File: config.mk
export PLATFORM = sky130hd
export DESIGN_NAME = tsb_div
export DESIGN_NICKNAME = d
export VERILOG_FILES = /design/src/tsb_div.sv
export SDC_FILE = /design/constraint.sdc
export NUM_CORES = 1
export LEC_CHECK = 0
export BUFFER_PORTS_ARGS = -buffer_cell sky130_fd_sc_hd__clkbuf_2
export CAP_MARGIN = 5
export CORE_AREA = 10 10 111 113
export DETAILED_ROUTE_END_ITERATION = 10
export DIE_AREA = 0 0 121 123
export PLACE_DENSITY = 0.66
export SKIP_LAST_GASP = 1
export SLEW_MARGIN = 15
export SYNTH_ARGS = -nofsm -noshare
export SYNTH_HDL_FRONTEND = slang
export SYNTH_SLANG_ARGS = --single-unit
File: constraint.sdc
create_clock -name clk -period 4.7 [get_ports clk]
set_input_delay 0 -clock clk [delete_from_list [all_inputs] [get_ports clk]]
set_output_delay 0 -clock clk [all_outputs]
set_load 0.02 [all_outputs]
File: src/tsb_div.sv
`timescale 1ns / 1ps

// Restoring divider, one quotient bit per cycle
module tsb_div #(
  parameter int NUM_W = 30,
  parameter int DEN_W = 22
) (
  input  logic             clk,
  input  logic             rst,
  input  logic             start,
  input  logic [NUM_W-1:0] num,
  input  logic [DEN_W-1:0] den,
  output logic             done,
  output logic [NUM_W-1:0] quot
);

  localparam int CNT_W = $clog2(NUM_W + 1);

  logic             busy;
  logic [CNT_W-1:0] cnt;
  logic [DEN_W:0]   rem;
  logic [DEN_W-1:0] den_q;
  logic [DEN_W:0]   rem_sh;
  logic             fits;

  // Shift in the next numerator bit and try the subtraction
  always_comb begin
    rem_sh = {rem[DEN_W-1:0], quot[NUM_W-1]};
    fits   = rem_sh >= {1'b0, den_q};
  end

  always_ff @(posedge clk) begin
    if (rst) begin
      busy <= 1'b0;
      done <= 1'b0;
      cnt  <= '0;
    end else begin
      done <= 1'b0;
      if (start) begin
        busy  <= 1'b1;
        cnt   <= CNT_W'(NUM_W);
        rem   <= '0;
        quot  <= num;
        den_q <= den;
      end else if (busy) begin
        rem  <= fits ? rem_sh - {1'b0, den_q} : rem_sh;
        quot <= {quot[NUM_W-2:0], fits};
        cnt  <= cnt - 1'b1;
        if (cnt == CNT_W'(1)) begin
          busy <= 1'b0;
          done <= 1'b1;
        end
      end
    end
  end

endmodule

==> results of run 1 <==
## synthesized netlist by cell type, types with 3 or more instances
library cell / number
xor2_1: 8
o21a_1: 9
nand4_1: 3
a21oi_1: 27
edfxtp_1: 74
a31oi_1: 3
mux2_2: 29
o21ai_1: 7
a211oi_1: 7
ha_1: 24
nor3b_1: 3
xnor2_1: 13
nor4_1: 4
a21o_1: 3
nand2_1: 21
mux2i_1: 18
dfxtp_1: 7
nor2b_1: 3
nor2_1: 34
clkbuf_1: 11
nor3_1: 5
inv_1: 31
o21ai_0: 7
## cell families after synthesis
group	synth area share, %
compound gates	11.1
flops	52.9
buf+inv	4.03
xor+xnor	4.12
fa+ha+maj	7.17
simple gates	9.30
mux	11.3
## metrics by stage
step                      setup slack (ns)  hold WS (ns)  instances
after floorplan                       1.35        0.0989        379
after global placement                1.57         0.179        590
after detailed placement              1.49         0.179        590
after CTS                             1.48       0.00324        659
after global routing                  1.21        0.0118        659
final                                 1.48       0.00424        659
## what timing repair did
| item | 4_1_cts | 5_1_grt |
|---|---|---|
| hold buffers | 53 | 0 |
| gates resized for setup | 0 | 0 |
| endpoints found under the hold margin | 58 | 0 |
## metal layers
| layer | track usage, % | vias to the layer above |
|---|---|---|
| met5 | 0 | - |
| met4 | 4.15 | 0 |
| met3 | 8.25 | 10 |
| met2 | 23.1 | 110 |
| met1 | 17.2 | 1552 |
| li1 | - | 1664 |
## flip-flops by register name (all words and copies together), names as in the netlist
register	flops
done	1
rem	22
den_q	22
busy	1
cnt	5
quot	30
## cell type report
class | instances | area [µm²] | area share (%)
well taps | 136 | 170 | 2.97
inverters | 31 | 116 | 2.03
clock buffers | 10 | 128 | 2.23
flip-flops and latches | 81 | 2360 | 41.2
repair buffers | 141 | 978 | 17.1
multi-input cells | 254 | 1930 | 33.7
clock inverters | 6 | 43.8 | 0.764
## power by group through the flow
stage | Clock, mW | Combinational, mW | Sequential, mW
6_report | 0.470 | 0.516 | 0.890
5_1_grt | 0.510 | 0.576 | 0.899
4_1_cts | 0.484 | 0.517 | 0.891
3_5_place_dp | 0 | 0.480 | 0.905
3_3_place_gp | 0 | 0.470 | 0.904
2_1_floorplan | 0 | 0.351 | 0.921
## worst paths after layout
check                           endpoint  startpoint  slack (ns)
worst max register to register    rem[8]      rem[0]        1.48
worst min-delay path              cnt[0]       start       0.004
worst min register to register  quot[27]    quot[26]        0.58
worst max-delay path              rem[8]      rem[0]        1.48
==> reports/metrics.csv, run 1 <==
metric,value,unit
status,completed,
endpoint_kind,flop,
leakage,2.37,nW
tns,0,ns
dp_hpwl,7.25,mm
cts_buffers,9,
irDropWorstVdd,253,µV
netlist.area_leader.share,49.7,%
port_buffers,85,
antennaDiodeCount,0,
clock.fmax,0.311,GHz
synth_cell_types,45,
viasPerCell,5.06,
hold_viol,0,
yosys_warnings,0,
p_comb_share,27.5,%
cp_slowest_cell,a21oi_4,
dieArea,14900,µm²
cts_sinks,81,
rsz0062_at_grt,no,
syn_area_per_cell,11.8,µm²
grt_use_total,14.8,%
num-fill-cells,862,
synth_top_cell_by_area,edfxtp_1,
grt_overflow,0,
htree_levels,3,
finalPower,1.88,mW
drive_gt1_share,26.8,%
initial_core_util,44.1,%
drv_cap,0,
wire_per_inst,15.8,µm
grt_max_degree,45,
synth.area.top_cells,"edfxtp_1 50%, mux2_2 7.3%, ha_1 6.7%, mux2i_1 4.0%, dfxtp_1 3.1%",
power_switching,0.587,mW
clk_latency,0.38,ns
final_cell_mix,"85 x clkbuf_2, 74 x edfxtp_1, 53 x dlygate4sd3_1",
gp_congestion,0.890,
arrival,3.33,ns
critPathKind,flop to flop,
critPathRequiredTime,4.81,ns
area_growth_syn_to_layout,28.3,%
cp-start-kind,flop,
hp-class,input pin to flop,
fin_util,56.5,%
post-route-min-period,3.22,ns
critPathTopFamily,compound AO/OA/AOI/OAI gates,
clkTransAtPathRegs,0.09,ns
ant_nets,0,
p_sw_share,31.3,%
netlist_area,4470,µm²
rows,37,
path_max_fanout,27,
route.met3.wl,1.03,mm
p_per_area,327,nW/µm²
syn_nets,459,
design.core.area,10100,µm²
met2_length,4.80,mm
maxSlewHeadroom,32.6,%
chipWidth,121,µm
setup_viol,0,
synth.yosys.seq_area_share,52.9,%
syn-instance-count,379,
intPower,1.29,mW
antenna_found_initial,0,
place_area,5030,µm²
cts_buffer_depth,2,
cts-root-buf,clkbuf_8,
crit_buf_inv,0,
ys_ff_latch,81,
tightest_slew,1.01,ns
async_reset_ff_share,0,%
wirelength,10.4,mm
top_layer,met4,
vias,3336,
cts_tree,yes,
post-route-cell-area,5730,µm²
seq_power_share,47.5,%
crit_cells,9,
grt_pass1_vias,3607,
max_stage_delay,0.84,ns
grt_pass1_wl,17.6,mm
synthFlopType,edfxtp_1,
ios,86,
drt_iter0_markers,155,
synth_edf_count,74,
post_cts.repair.setup_buffers,0,
finalCritPeriodShare,68.5,%
r2r_cells,9,
firstDrtPassIters,4,
layout_commonest_cell,clkbuf_2,
slew_viol_final,0,
wl_met1,4.48,mm
clkPwrFrac,25.0,%
finalNetCount,598,
fin_worst_skew,0.00996,ns
hold_path_depth,2,
cp_cell_sequence,ha_1 > nor2b_1 > o2111ai_1 > nand2_2 > o31ai_4 > a41oi_4 > a21oi_4 > mux2i_1 > nor2_1,
drc,0,
die_height,123,µm
(Power assumes the default switching activity.)
==> run 2: changes to the inputs <==
PLACE_DENSITY = 0.69   (was 0.66)
clock period = 2.8 ns   (was 4.7 ns; I/O delays follow)
==> reports/metrics.csv, run 2 (synthesized netlist as in run 1, its figures left out) <==
metric,value,unit,change
regMostFlops,quot,,
dieArea,14900,µm²,unchanged
drt_iter0_markers,143,,-7.7%
die_height,123,µm,unchanged
cp_slowest_cell,a211oi_1,,
p_sw_share,31.0,%,-0.35 points
slew_viol_final,0,,unchanged
drv_cap,0,,unchanged
clkTransAtPathRegs,0.09,ns,about the same
cts_tree,yes,,
clkPwrFrac,25.6,%,+0.6 points
dp_cells,600,,+1.7%
cpMostUsedCell,inv_1,,
maxSlewHeadroom,50.5,%,+18 points
num-fill-cells,813,,-5.7%
hold_viol,0,,unchanged
power_switching,1.02,mW,+74%
intPower,2.27,mW,+76%
htree_levels,3,,unchanged
largest_reg_flops,30,,unchanged
cts_sinks,81,,unchanged
rows,37,,unchanged
grt_use_total,15.1,%,+0.25 points
endpoint_kind,flop,,
p_comb_share,29.0,%,+1.5 points
cp-start-kind,flop,,
cts-root-buf,clkbuf_8,,
seqCellArea,2360,µm²,unchanged
antenna_found_initial,0,,unchanged
max_stage_delay,0.47,ns,-0.37 ns
grt_pass1_vias,3669,,+1.7%
leakage,2.46,nW,+3.8%
dp_hpwl,7.40,mm,+2.1%
chipWidth,121,µm,unchanged
design.core.area,10100,µm²,unchanged
place_area,5140,µm²,+2.2%
post-route-min-period,2.73,ns,-0.488 ns
wirelength,10.9,mm,+4.1%
setup_viol,0,,unchanged
critPathRequiredTime,3.01,ns,-1.80 ns
multi_input_area,1990,µm²,+3.0%
fin_worst_skew,0.0158,ns,+0.00579 ns
port_buffers,85,,unchanged
area_growth_syn_to_layout,32.9,%,
finalNetCount,610,,+2.0%
initial_core_util,44.1,%,unchanged
vias,3374,,+1.1%
reg.largest.list,"quot: 30 flops, den_q: 22 flops, rem: 22 flops",,
cp_cell_sequence,inv_1 > ha_1 > inv_1 > fa_2 > a211oi_2 > nor3b_2 > o21ai_2 > nand2_2 > a211oi_1 > nor4_4 > nor3_1,,
finalCritPeriodShare,97.5,%,+29 points
cts_buffers,9,,unchanged
drc,0,,unchanged
grt_max_degree,54,,+20%
critPathTopFamily,compound AO/OA/AOI/OAI gates,,
finalPower,3.29,mW,+75%
final_cell_mix,"85 x clkbuf_2, 74 x edfxtp_1, 53 x dlygate4sd3_1",,
hp-class,input pin to flop,,
viasPerCell,5.03,,-0.67%
firstDrtPassIters,6,,+2
crit_buf_inv,2,,+2
status,completed,,
arrival,2.94,ns,-0.39 ns
ios,86,,unchanged
tightest_slew,0.741,ns,-0.268 ns
wire_per_inst,16.2,µm,+2.2%
seq_power_share,45.5,%,-2.0 points
clk_latency,0.37,ns,about the same
layout_commonest_cell,clkbuf_2,,
holdWs,0.0663,ns,+0.0620 ns
drive_gt1_share,30.3,%,+3.5 points
gp_congestion,0.869,,-2.4%
fin_cells,671,,+1.8%
grt_pass1_wl,18.1,mm,+2.8%
cts_buffer_depth,2,,unchanged
post-route-cell-area,5940,µm²,+3.5%
critPathKind,flop to flop,,
p_per_area,554,nW/µm²,+69%
grt_overflow,0,,unchanged
antennaDiodeCount,0,,unchanged
fin_util,58.5,%,+2.0 points
irDropWorstVdd,338,µV,+34%
clock.fmax,0.366,GHz,+18%
path_max_fanout,4,,-85%
ant_nets,0,,unchanged
run 2: repair_timing:
| item | 4_1_cts | 5_1_grt |
|---|---|---|
| buffers inserted | 1 | 1 |
| hold endpoints to repair | 58 | 0 |
| gates resized for setup | 0 | 11 |
| hold buffers | 53 | 0 |
| pin swaps | 1 | 4 |
| endpoints found under the setup margin | 1 | 21 |
run 2: metrics by stage:
stage               setup slack, ns  setup TNS, ns
finish                       0.0702              0
global route                -0.0643        -0.0643
CTS                         0.00339              0
detailed placement           0.0182              0
global placement             0.0772              0
floorplan                     0.186              0
run 2: worst reg2reg max path, stage by stage (launching register included):
cell and delay (ns):
edfxtp_1 0.40, inv_1 0.09, ha_1 0.16, inv_1 0.06, fa_2 0.37, a211oi_2 0.27
nor3b_2 0.11, o21ai_2 0.23, nand2_2 0.14, a211oi_1 0.47, nor4_4 0.11, nor3_1 0.19
run 2: layout make-up:
type	instances	area share, %
clock buffer	11	2.57
clock inverter	5	0.611
inverter	31	1.96
multi-input combinational	254	33.6
sequential	81	39.8
tap	136	2.87
timing repair buffer	153	18.6
run 2: path summary, 6_finish.rpt:
kind / cells after the start / slack [ns] / startpoint / to
max: 11 / 0.07 / quot[29] / rem[20]
min: 3 / 0.07 / start / cnt[4]
min reg2reg: 2 / 0.57 / cnt[4] / cnt[4]
max reg2reg: 11 / 0.07 / quot[29] / rem[20]
run 2: power by group through the flow:
stage | registers, mW | logic [mW] | clock network [mW]
final | 1.50 | 0.953 | 0.842
after global routing | 1.51 | 1.06 | 0.909
after CTS | 1.50 | 0.919 | 0.857
after detailed placement | 1.52 | 0.854 | 0
after global placement | 1.52 | 0.837 | 0
after floorplan | 1.54 | 0.590 | 0
run 2: routing by layer:
metal	wire, µm	GRT usage [%]
met5	0	0
met4	165	5.66
met3	979	6.79
met2	5190	24.5
met1	4530	17.2
