**config.mk**
```make
export PLATFORM = sky130hd
export DESIGN_NAME = tsb_mac
export DESIGN_NICKNAME = d
export VERILOG_FILES = /design/src/tsb_mac.sv
export SDC_FILE = /design/constraint.sdc
export NUM_CORES = 1
export LEC_CHECK = 0
export BUFFER_PORTS_ARGS = -buffer_cell sky130_fd_sc_hd__buf_2
export CAP_MARGIN = 10
export CORE_ASPECT_RATIO = 0.7
export CORE_UTILIZATION = 49
export CTS_BUF_LIST = sky130_fd_sc_hd__clkbuf_4
export DETAILED_ROUTE_END_ITERATION = 6
export PLACE_DENSITY = 0.65
export SYNTH_ARGS = -nofsm -noshare
export SYNTH_HDL_FRONTEND = slang
export SYNTH_SLANG_ARGS = --single-unit
```
**constraint.sdc**
```tcl
create_clock -name clk -period 8.03 [get_ports clk]
set_input_delay 1.2045 -clock clk [delete_from_list [all_inputs] [get_ports clk]]
set_output_delay 1.2045 -clock clk [all_outputs]
set_load 0.02 [all_outputs]
```
**src/tsb_mac.sv**
```systemverilog
`timescale 1ns / 1ps

// Four channel multiply-accumulate with final shift and saturation
module tsb_mac #(
  parameter int WEIGHT_BITS = 16,
  parameter int TAPS_W = 6
) (
  input  logic                   clk,
  input  logic                   clr,
  input  logic                   add,
  input  logic [31:0]            pix,
  input  logic [WEIGHT_BITS-1:0] wt,
  output logic [31:0]            result
);

  localparam int ACC_W = 8 + WEIGHT_BITS + TAPS_W;
  localparam int F = WEIGHT_BITS - 1;

  logic [ACC_W-1:0] acc [4];
  logic [ACC_W-1:0] v;

  // Accumulate each channel times the tap weight
  always_ff @(posedge clk) begin
    for (int ch = 0; ch < 4; ch++) begin
      if (clr) begin
        acc[ch] <= '0;
      end else if (add) begin
        acc[ch] <= acc[ch] + ACC_W'(pix[8*ch +: 8] * wt);
      end
    end
  end

  // Drop the fraction once, clamp at 255
  always_comb begin
    v = '0;
    for (int ch = 0; ch < 4; ch++) begin
      v = acc[ch] >> F;
      result[8*ch +: 8] = (v > ACC_W'(255)) ? 8'hff : v[7:0];
    end
  end

endmodule

```
==> results.txt, run 1 <==
The run finished with clean final reports. The placement row count came out at 68. The clock period could shrink to 5.97 ns.

The tightest min-delay check is of the register to register type. In this run the register-to-register setup slack is about 3.0 ns. The tightest slew margin relative to the limit came out at 0.339. The number of instances resized during post-cts repair is 0. The clock tree from TritonCTS is built. The final total negative setup slack came out at 0 ns. The top-area cell type share of the netlist area came out at 0.346. The synthesized design spends more area on one cell type than any other, namely sky130_fd_sc_hd__fa_1. The worst hold slack is approximately 0.65 ns. The total count of hold-check failures in the final report came out at 0. Entering global routing, the biggest net connects between 60 and 70 pins. By area, the combinational part of the netlist is dominated by adder cells. Before CTS, the worst setup slack after placement is about 1.4 ns.

The final-report max-slew violation count is 0. The count of placed standard cells in the final layout, fillers left out is roughly 3400. The number of register bits inferred by synthesis is 120. The count of endpoints failing setup in the final report came out at 0. The worst setup path category is input pin to register. The arrival time reported for the critical path endpoint is roughly 6.4 ns. The flip-flop count of the largest register, all copies and words added is 120. Of the total synthesized cell area, the portion taken by XOR and XNOR cells is 0.0300. Dividing the detail-routed wire length by the instance count gives between 15 and 20 um.

Across the run, the number of max-cap violations was 0. The compound-gate portion of the synthesized area came out at 0.0776. Synthesis produced a netlist whose cell count is between 2000 and 3000. The share of the yosys chip area belonging to registers is 0.147. Of the total synthesized cell area, the portion taken by full adders, half adders and majority gates is 0.446. The overall die height came out at approximately 190 um.

The weighted congestion at the end of routability-driven global placement came out at just under 0.9. The proportion of layout cells with a drive suffix above 1 is 0.0560. The number of instances in the placed design is approximately 3400. The count of flip-flops with a built-in enable after synthesis is 120. The first TritonRoute pass finished after 6 iterations.

For the worst setup path, the data required time is roughly 8.4 ns. Of all flip-flops after synthesis, the portion carrying an async set or reset was 0. The post-synth net total came out at about 3400. The measured slew at the worst slew-check pin came out at 0.992 ns.

The area enclosed by the die boundary is around 0.051 mm2. For this design, the CTS-stage hold fixing added 0 buffers. The critical path's most frequent cell is sky130_fd_sc_hd__fa_1. The final cycle utilization of the critical path came out at 0.743. The H-tree level count is 4. The met3 usage in global routing is 0.0406. The count of routing violations after the opening detailed-route iteration is 1366. The largest registers in the layout are acc: 120 flops. Together, buffers and inverters on the worst path number 4. The sequential cell area came out at around 0.0036 mm2.

On the critical path, the stage with the largest delay is an instance of sky130_fd_sc_hd__buf_2. Wires add up to a little under 60 mm. The met1 usage in global routing came out at 0.358. Global routing finished with a remaining overflow of 0. Fill cells in the final layout number approximately 4600. Walking the worst path, the cells encountered are buf_2, nand2_1, fa_1, inv_1, fa_1, fa_1, inv_1, fa_1, inv_1, ha_1, and3_1, a221oi_1, a21boi_1, o21ai_1, a21oi_1, a21oi_1, xnor2_1, nor2_1.

The I/O pin count is 83. The portion of synthesized area spent on multiplexers is 0.000408. In this run the clock root is driven by a sky130_fd_sc_hd__clkbuf_4. Between clock sinks in the finished design, the worst skew comes to 0.0213 ns. The vias per cell came out at around 5.3.

The area of the multi-input gates came out at 0.0180 mm2. The global routing met2 resource utilization came out at 0.384. The delay of the slowest cell on the worst path came out at 0.61 ns.

The initial cell density of the core came out at 0.497. The detailed placer's ending HPWL came out at around 45 mm. A synthesized cell averages about 8.9 um2. In this run the remaining antenna-violating nets after routing total 0. The first global-routing pass estimated around 100 mm of wire.

The count of input and output buffers came out at slightly above 80. The register clock-pin slew on the reported worst setup and hold paths came out at roughly 0.13 ns. STA classifies the critical path startpoint as an input pin. The achievable frequency came out at 0.168 GHz. After global routing, the most crowded layer is met2. Clock tree synthesis found a total of 120 sinks.

The layout-stage area growth over the synthesis result came out at 4.54%. Of the total synthesized cell area, the portion taken by AND, OR, NAND and NOR gates is 0.181. The number of buffers added for setup after CTS is 0. The via count of the routed design is about 18000. The insertion delay of the later-clocked pin in the worst-skew pair is about 0.67 ns.

The count of warnings emitted by yosys is 0. Counting distinct cell types in the post-synthesis netlist gives 69. The die span in x is 269 um. The initial antenna violation count came out at 4. For this run, the post-layout net count is approximately 3400. The post-route DRC violation count came out at 0. The worst path meets setup with approximately 2.1 ns of slack. Of all nets on the critical path, the largest fanout is 32. The cell area after synthesis is around 0.025 mm2. Setup repair after global routing left no endpoint under its margin.

In the post-synthesis netlist, the biggest area contributors are sky130_fd_sc_hd__fa_1 35%, sky130_fd_sc_hd__edfxtp_1 15%, sky130_fd_sc_hd__inv_1 10%. The global-route usage over all layers came out at 0.246. In this run the standard cell core region covers between 0.04 and 0.05 mm2. The TritonCTS buffer count came out at 17. The top cell family by delay on the critical path is adder cells.

The deepest clock path buffer count is 2. For this run, the leading register cell type out of synthesis is sky130_fd_sc_hd__edfxtp_1. The register ranked first by flip-flop count is acc.

STA classifies the critical path endpoint as a register. The via count of the first global-routing pass came out at slightly below 20000.
per-stage QoR:
stage	util	area [um2]
global placement	0.515	25400
floorplan	-	24500
global route	0.520	25600
CTS	0.520	25600
finish	0.520	25700
detailed placement	0.515	25400
placed cells by master (no fill, tap or decap), types with 12 or more instances in the layout:
| cell | count |
|---|---|
| sky130_fd_sc_hd__fa_1 | 424 |
| sky130_fd_sc_hd__edfxtp_1 | 120 |
| sky130_fd_sc_hd__nand2_1 | 261 |
| sky130_fd_sc_hd__nor3_1 | 15 |
| sky130_fd_sc_hd__buf_2 | 82 |
| sky130_fd_sc_hd__clkbuf_4 | 18 |
| sky130_fd_sc_hd__o21ai_0 | 48 |
| sky130_fd_sc_hd__xnor2_1 | 47 |
| sky130_fd_sc_hd__inv_1 | 660 |
| sky130_fd_sc_hd__a21o_1 | 37 |
| sky130_fd_sc_hd__a21oi_1 | 104 |
| sky130_fd_sc_hd__nand3_1 | 32 |
| sky130_fd_sc_hd__xor2_1 | 37 |
| sky130_fd_sc_hd__ha_1 | 196 |
| sky130_fd_sc_hd__and2_1 | 331 |
| sky130_fd_sc_hd__nor2b_1 | 12 |
| sky130_fd_sc_hd__nand2b_1 | 23 |
| sky130_fd_sc_hd__or2_2 | 18 |
| sky130_fd_sc_hd__nor2_1 | 136 |
tightest hold or removal path, stage by stage, from the launching register on:
cell                       delay [ns]
sky130_fd_sc_hd__edfxtp_1        0.40
sky130_fd_sc_hd__xor2_1          0.08
sky130_fd_sc_hd__nor2_1          0.07
synth_stat cells (5+ instances only):
master / instances
sky130_fd_sc_hd__xor2_1: 37
sky130_fd_sc_hd__fa_1: 424
sky130_fd_sc_hd__ha_1: 196
sky130_fd_sc_hd__o22ai_1: 7
sky130_fd_sc_hd__and2_1: 331
sky130_fd_sc_hd__or2_2: 19
sky130_fd_sc_hd__nand2b_1: 24
sky130_fd_sc_hd__nand3_1: 32
sky130_fd_sc_hd__nor2_1: 136
sky130_fd_sc_hd__o31ai_1: 9
sky130_fd_sc_hd__nor2b_1: 13
sky130_fd_sc_hd__nor3_1: 15
sky130_fd_sc_hd__nand2_1: 261
sky130_fd_sc_hd__and3_1: 8
sky130_fd_sc_hd__a211oi_1: 8
sky130_fd_sc_hd__clkbuf_1: 95
sky130_fd_sc_hd__o21ai_0: 48
sky130_fd_sc_hd__o21bai_1: 11
sky130_fd_sc_hd__nand4_1: 9
sky130_fd_sc_hd__edfxtp_1: 120
sky130_fd_sc_hd__xnor2_1: 47
sky130_fd_sc_hd__inv_1: 660
sky130_fd_sc_hd__a31oi_1: 10
sky130_fd_sc_hd__a21o_1: 37
sky130_fd_sc_hd__o211ai_1: 9
sky130_fd_sc_hd__nor4_1: 6
sky130_fd_sc_hd__o21ai_1: 7
sky130_fd_sc_hd__a21oi_1: 104
sky130_fd_sc_hd__o21a_1: 11
sky130_fd_sc_hd__o41ai_2: 5
logic make-up after synthesis:
family / after synthesis
simple gates: 872
buf+inv: 764
fa+ha+maj: 620
compound gates: 296
flops: 120
xor+xnor: 84
mux: 1
routing by layer:
layer / wire length [um] / part of all wire
met5: 0 / 0
met4: 1180 / 0.020
met3: 3440 / 0.058
met2: 26500 / 0.44
met1: 28500 / 0.48
worst paths after layout:
kind,from,to,cells past startpoint
setup / recovery,wt[11],acc[3][27],18
hold / removal,acc[1][29],acc[1][29],2
setup reg to reg,acc[3][11],acc[3][27],17
hold reg to reg,acc[1][29],acc[1][29],2
area by class of cell:
type	count	share of cell area
clock buffer	18	0.00527
antenna	2	0.000195
timing repair buffer	86	0.0172
sequential	120	0.140
inverter	660	0.0966
clock inverter	12	0.00434
tap	665	0.0324
multi-input combinational	1873	0.704
Power of run 1 is left out: the tool's default activity adds up to more than one toggle a clock period on the data nets, which glitch-free logic cannot reach.
==> run 2, diff against run 1 <==
--- a/config.mk
+++ b/config.mk
@@ -11,7 +11,7 @@
 export CORE_UTILIZATION = 49
 export CTS_BUF_LIST = sky130_fd_sc_hd__clkbuf_4
 export DETAILED_ROUTE_END_ITERATION = 6
-export PLACE_DENSITY = 0.65
+export PLACE_DENSITY = 0.68
 export SYNTH_ARGS = -nofsm -noshare
 export SYNTH_HDL_FRONTEND = slang
 export SYNTH_SLANG_ARGS = --single-unit
==> constraint.sdc (replaced) <==
create_clock -name clk -period 5.3 [get_ports clk]
set_input_delay 0.795 -clock clk [delete_from_list [all_inputs] [get_ports clk]]
set_output_delay 0.795 -clock clk [all_outputs]
set_load 0.02 [all_outputs]
==> run 2 against run 1 <==
Net effect: flip-flop and latch count is the same; final cell count up 8.1%; critical path depth up 1.
==> results.txt, run 2 (synthesis results as in run 1) <==
The area enclosed by the die boundary came to 0.0510 mm2 (unchanged). The insertion delay of the later-clocked pin in the worst-skew pair came out at 0.66 ns (about the same). The flip-flop count of the largest register, all copies and words added came to 120 (unchanged). The deepest clock path buffer count came out at 2 (unchanged). The count of routing violations after the opening detailed-route iteration is 1462 (+7.0%). The setup slack of the worst register-to-register path is 0.39 ns (-2.61 ns). The clock sink count is 120 (unchanged). Setup repair after global routing left no endpoint under its margin.

The min-delay analysis places its worst path in the category register to register. Of the available clock period, the critical path in the final layout requires 0.963. The count of input and output buffers came out at 82 (unchanged). The startpoint identified for the worst hold timing path is acc[0][29]. The register clock-pin slew on the reported worst setup and hold paths was 0.11 ns (-0.02 ns). The routed wire length came out at 61.4 mm (+2.9%).

The biggest fanout along the worst timing path came to 12 (-63%). The number of antenna-violating nets in the routed design came to 0 (unchanged). The H-tree level count is 4 (unchanged).

The weighted congestion at the end of routability-driven global placement is 0.913 (+2.3%). The detailed placer's ending HPWL is 49.8 mm (+10%). The endpoint identified for the worst register-to-register timing path is acc[2][27].

The final cell utilization of the core is 0.566 (+0.0458). The total count of hold-check failures in the final report is 0 (unchanged). The number of buffers added for setup after CTS was 0 (unchanged). The initial antenna violation count is 8 (+4).

The pin count of the biggest net entering global routing is 63 (-7.4%). The layout-stage area growth over the synthesis result came out at 13.7%. The total placed instance area came out at 0.0277 mm2 (+8.9%). The flow ran to the end, and the final reports show no timing, DRC or antenna violations. The sequential cell area is 0.00360 mm2 (unchanged). The count of TritonRoute iterations in the first routing pass is 5 (-1).

The area of the multi-input gates is 0.0181 mm2 (about the same). The count of endpoints failing setup in the final report came out at 0 (unchanged). The I/O pin count came out at 83 (unchanged). The placement row count is 68 (unchanged). The library cell used most frequently in the layout, excluding fill and tap cells, is sky130_fd_sc_hd__inv_1.

The worst register-to-register path begins at acc[2][8]. The worst setup path category is input pin to register. The final clock skew came to 0.0302 ns (+0.00886 ns). The TritonCTS buffer count came to 17 (unchanged). The proportion of layout cells with a drive suffix above 1 is 0.142 (+0.0858). The remaining global-route overflow came out at 0 (unchanged). The largest registers in the layout are acc: 120 flops. The die span in x came out at 269 um (unchanged). The global-route wire length before repair is 104 mm (+4.0%). The hold-critical path endpoint is acc[0][29]. The vias per cell is 5.12 (-3.3%). The overall die height is 189 um (unchanged). The arrival time reported for the critical path endpoint came out at 5.47 ns (-0.91 ns). The number of nets in the final layout is 3706 (+8.1%). TritonCTS built the clock tree. The number of maximum-capacitance constraint violations came out at 0 (unchanged). The global-route usage over all layers was 0.255 (+0.00851). The initial cell density of the core is 0.497 (unchanged). The instance count along the most critical hold path came out at 2 (unchanged). The mean routed wirelength per cell came to 16.5 um (-4.9%). The worst hold slack is 0.646 ns (-0.00932 ns). Timing would allow up to ~0.2 GHz. The final-report max-slew violation count came out at 0 (unchanged).

The clock tree root driver cell is sky130_fd_sc_hd__clkbuf_4. In the layout the commonest cells are 660 x sky130_fd_sc_hd__inv_1, 424 x sky130_fd_sc_hd__fa_1, 331 x sky130_fd_sc_hd__and2_1, 266 x sky130_fd_sc_hd__buf_4, 261 x sky130_fd_sc_hd__nand2_1. The measured slew at the worst slew-check pin is 1.06 ns (+0.0679 ns).

The worst reg2reg path depth is 18 (+1). The number of filler instances in the final layout was 4418 (-4.5%). The required time of the critical path came to 5.67 ns (-2.77 ns). The shortest clock period the worst path allows after layout is between 5 and 6 ns. The via count of the routed design is 19000 (+4.6%). The via count of the first global-routing pass came out at 20200 (+4.9%). The post-route DRC violation count was 0 (unchanged). The tightest slew margin relative to the limit came out at 0.294 (-0.0452). Ranked by flip-flop count, first place goes to acc. The type of destination of the critical path is a register.

The kind of start point of the critical path is an input pin. The core box area came out at 0.0493 mm2 (unchanged). The cell area after layout came out at 0.0279 mm2 (+8.8%).
## run 2: worst max path at each step
stage	start	end	slack, ns	cells after the start
after floorplan	wt[14]	acc[1][28]	0.12	18
after detailed placement	wt[9]	acc[3][27]	-0.53	18
final	pix[16]	acc[2][27]	0.20	19
after CTS	wt[9]	acc[3][27]	0.20	18
after global routing	wt[10]	acc[3][27]	0.01	18
after global placement	wt[9]	acc[2][29]	-0.37	19
## run 2: layout make-up
cell class	count	area share
clock inverters	12	0.00314
inverters	660	0.0888
repair buffers	363	0.0971
flip-flops and latches	120	0.129
clock buffers	18	0.00484
well taps	665	0.0298
multi-input cells	1873	0.647
diodes	5	0.000448
## run 2: metal layers
| layer | part of all wire | vias up | track usage |
|---|---|---|---|
| met5 | 0.00070 | - | 0 |
| li1 | - | 8931 | - |
| met3 | 0.068 | 59 | 0.0525 |
| met2 | 0.43 | 525 | 0.377 |
| met1 | 0.49 | 9491 | 0.381 |
| met4 | 0.014 | 6 | 0.0632 |
## run 2: what timing repair did
item | 4_1_cts | 5_1_grt
gates resized for setup | 0 | 2
hold buffers | 0 | 0
setup endpoints to repair | 0 | 6
## run 2: worst max-delay path, cell delays in order
cell,delay (ns)
sky130_fd_sc_hd__buf_2,0.32
sky130_fd_sc_hd__nand2_1,0.13
sky130_fd_sc_hd__fa_1,0.53
sky130_fd_sc_hd__inv_1,0.05
sky130_fd_sc_hd__fa_1,0.48
sky130_fd_sc_hd__fa_1,0.54
sky130_fd_sc_hd__inv_1,0.05
sky130_fd_sc_hd__fa_1,0.48
sky130_fd_sc_hd__inv_1,0.04
sky130_fd_sc_hd__ha_1,0.32
sky130_fd_sc_hd__o211ai_1,0.12
sky130_fd_sc_hd__a21oi_2,0.26
sky130_fd_sc_hd__o41ai_2,0.11
sky130_fd_sc_hd__buf_4,0.16
sky130_fd_sc_hd__o21ai_1,0.30
sky130_fd_sc_hd__a221oi_2,0.14
sky130_fd_sc_hd__o41ai_2,0.40
sky130_fd_sc_hd__xnor2_1,0.16
sky130_fd_sc_hd__nor2_1,0.05
## run 2: through the flow
step                TNS, ns  std cells  worst slack, ns
finish                    0       3716            0.197
global route              0       3715           0.0104
CTS                       0       3711            0.204
detailed placement   -17.50       3681           -0.527
global placement     -11.31       3681           -0.369
floorplan                 0       2757            0.117
Power of run 2 is left out for the same reason.
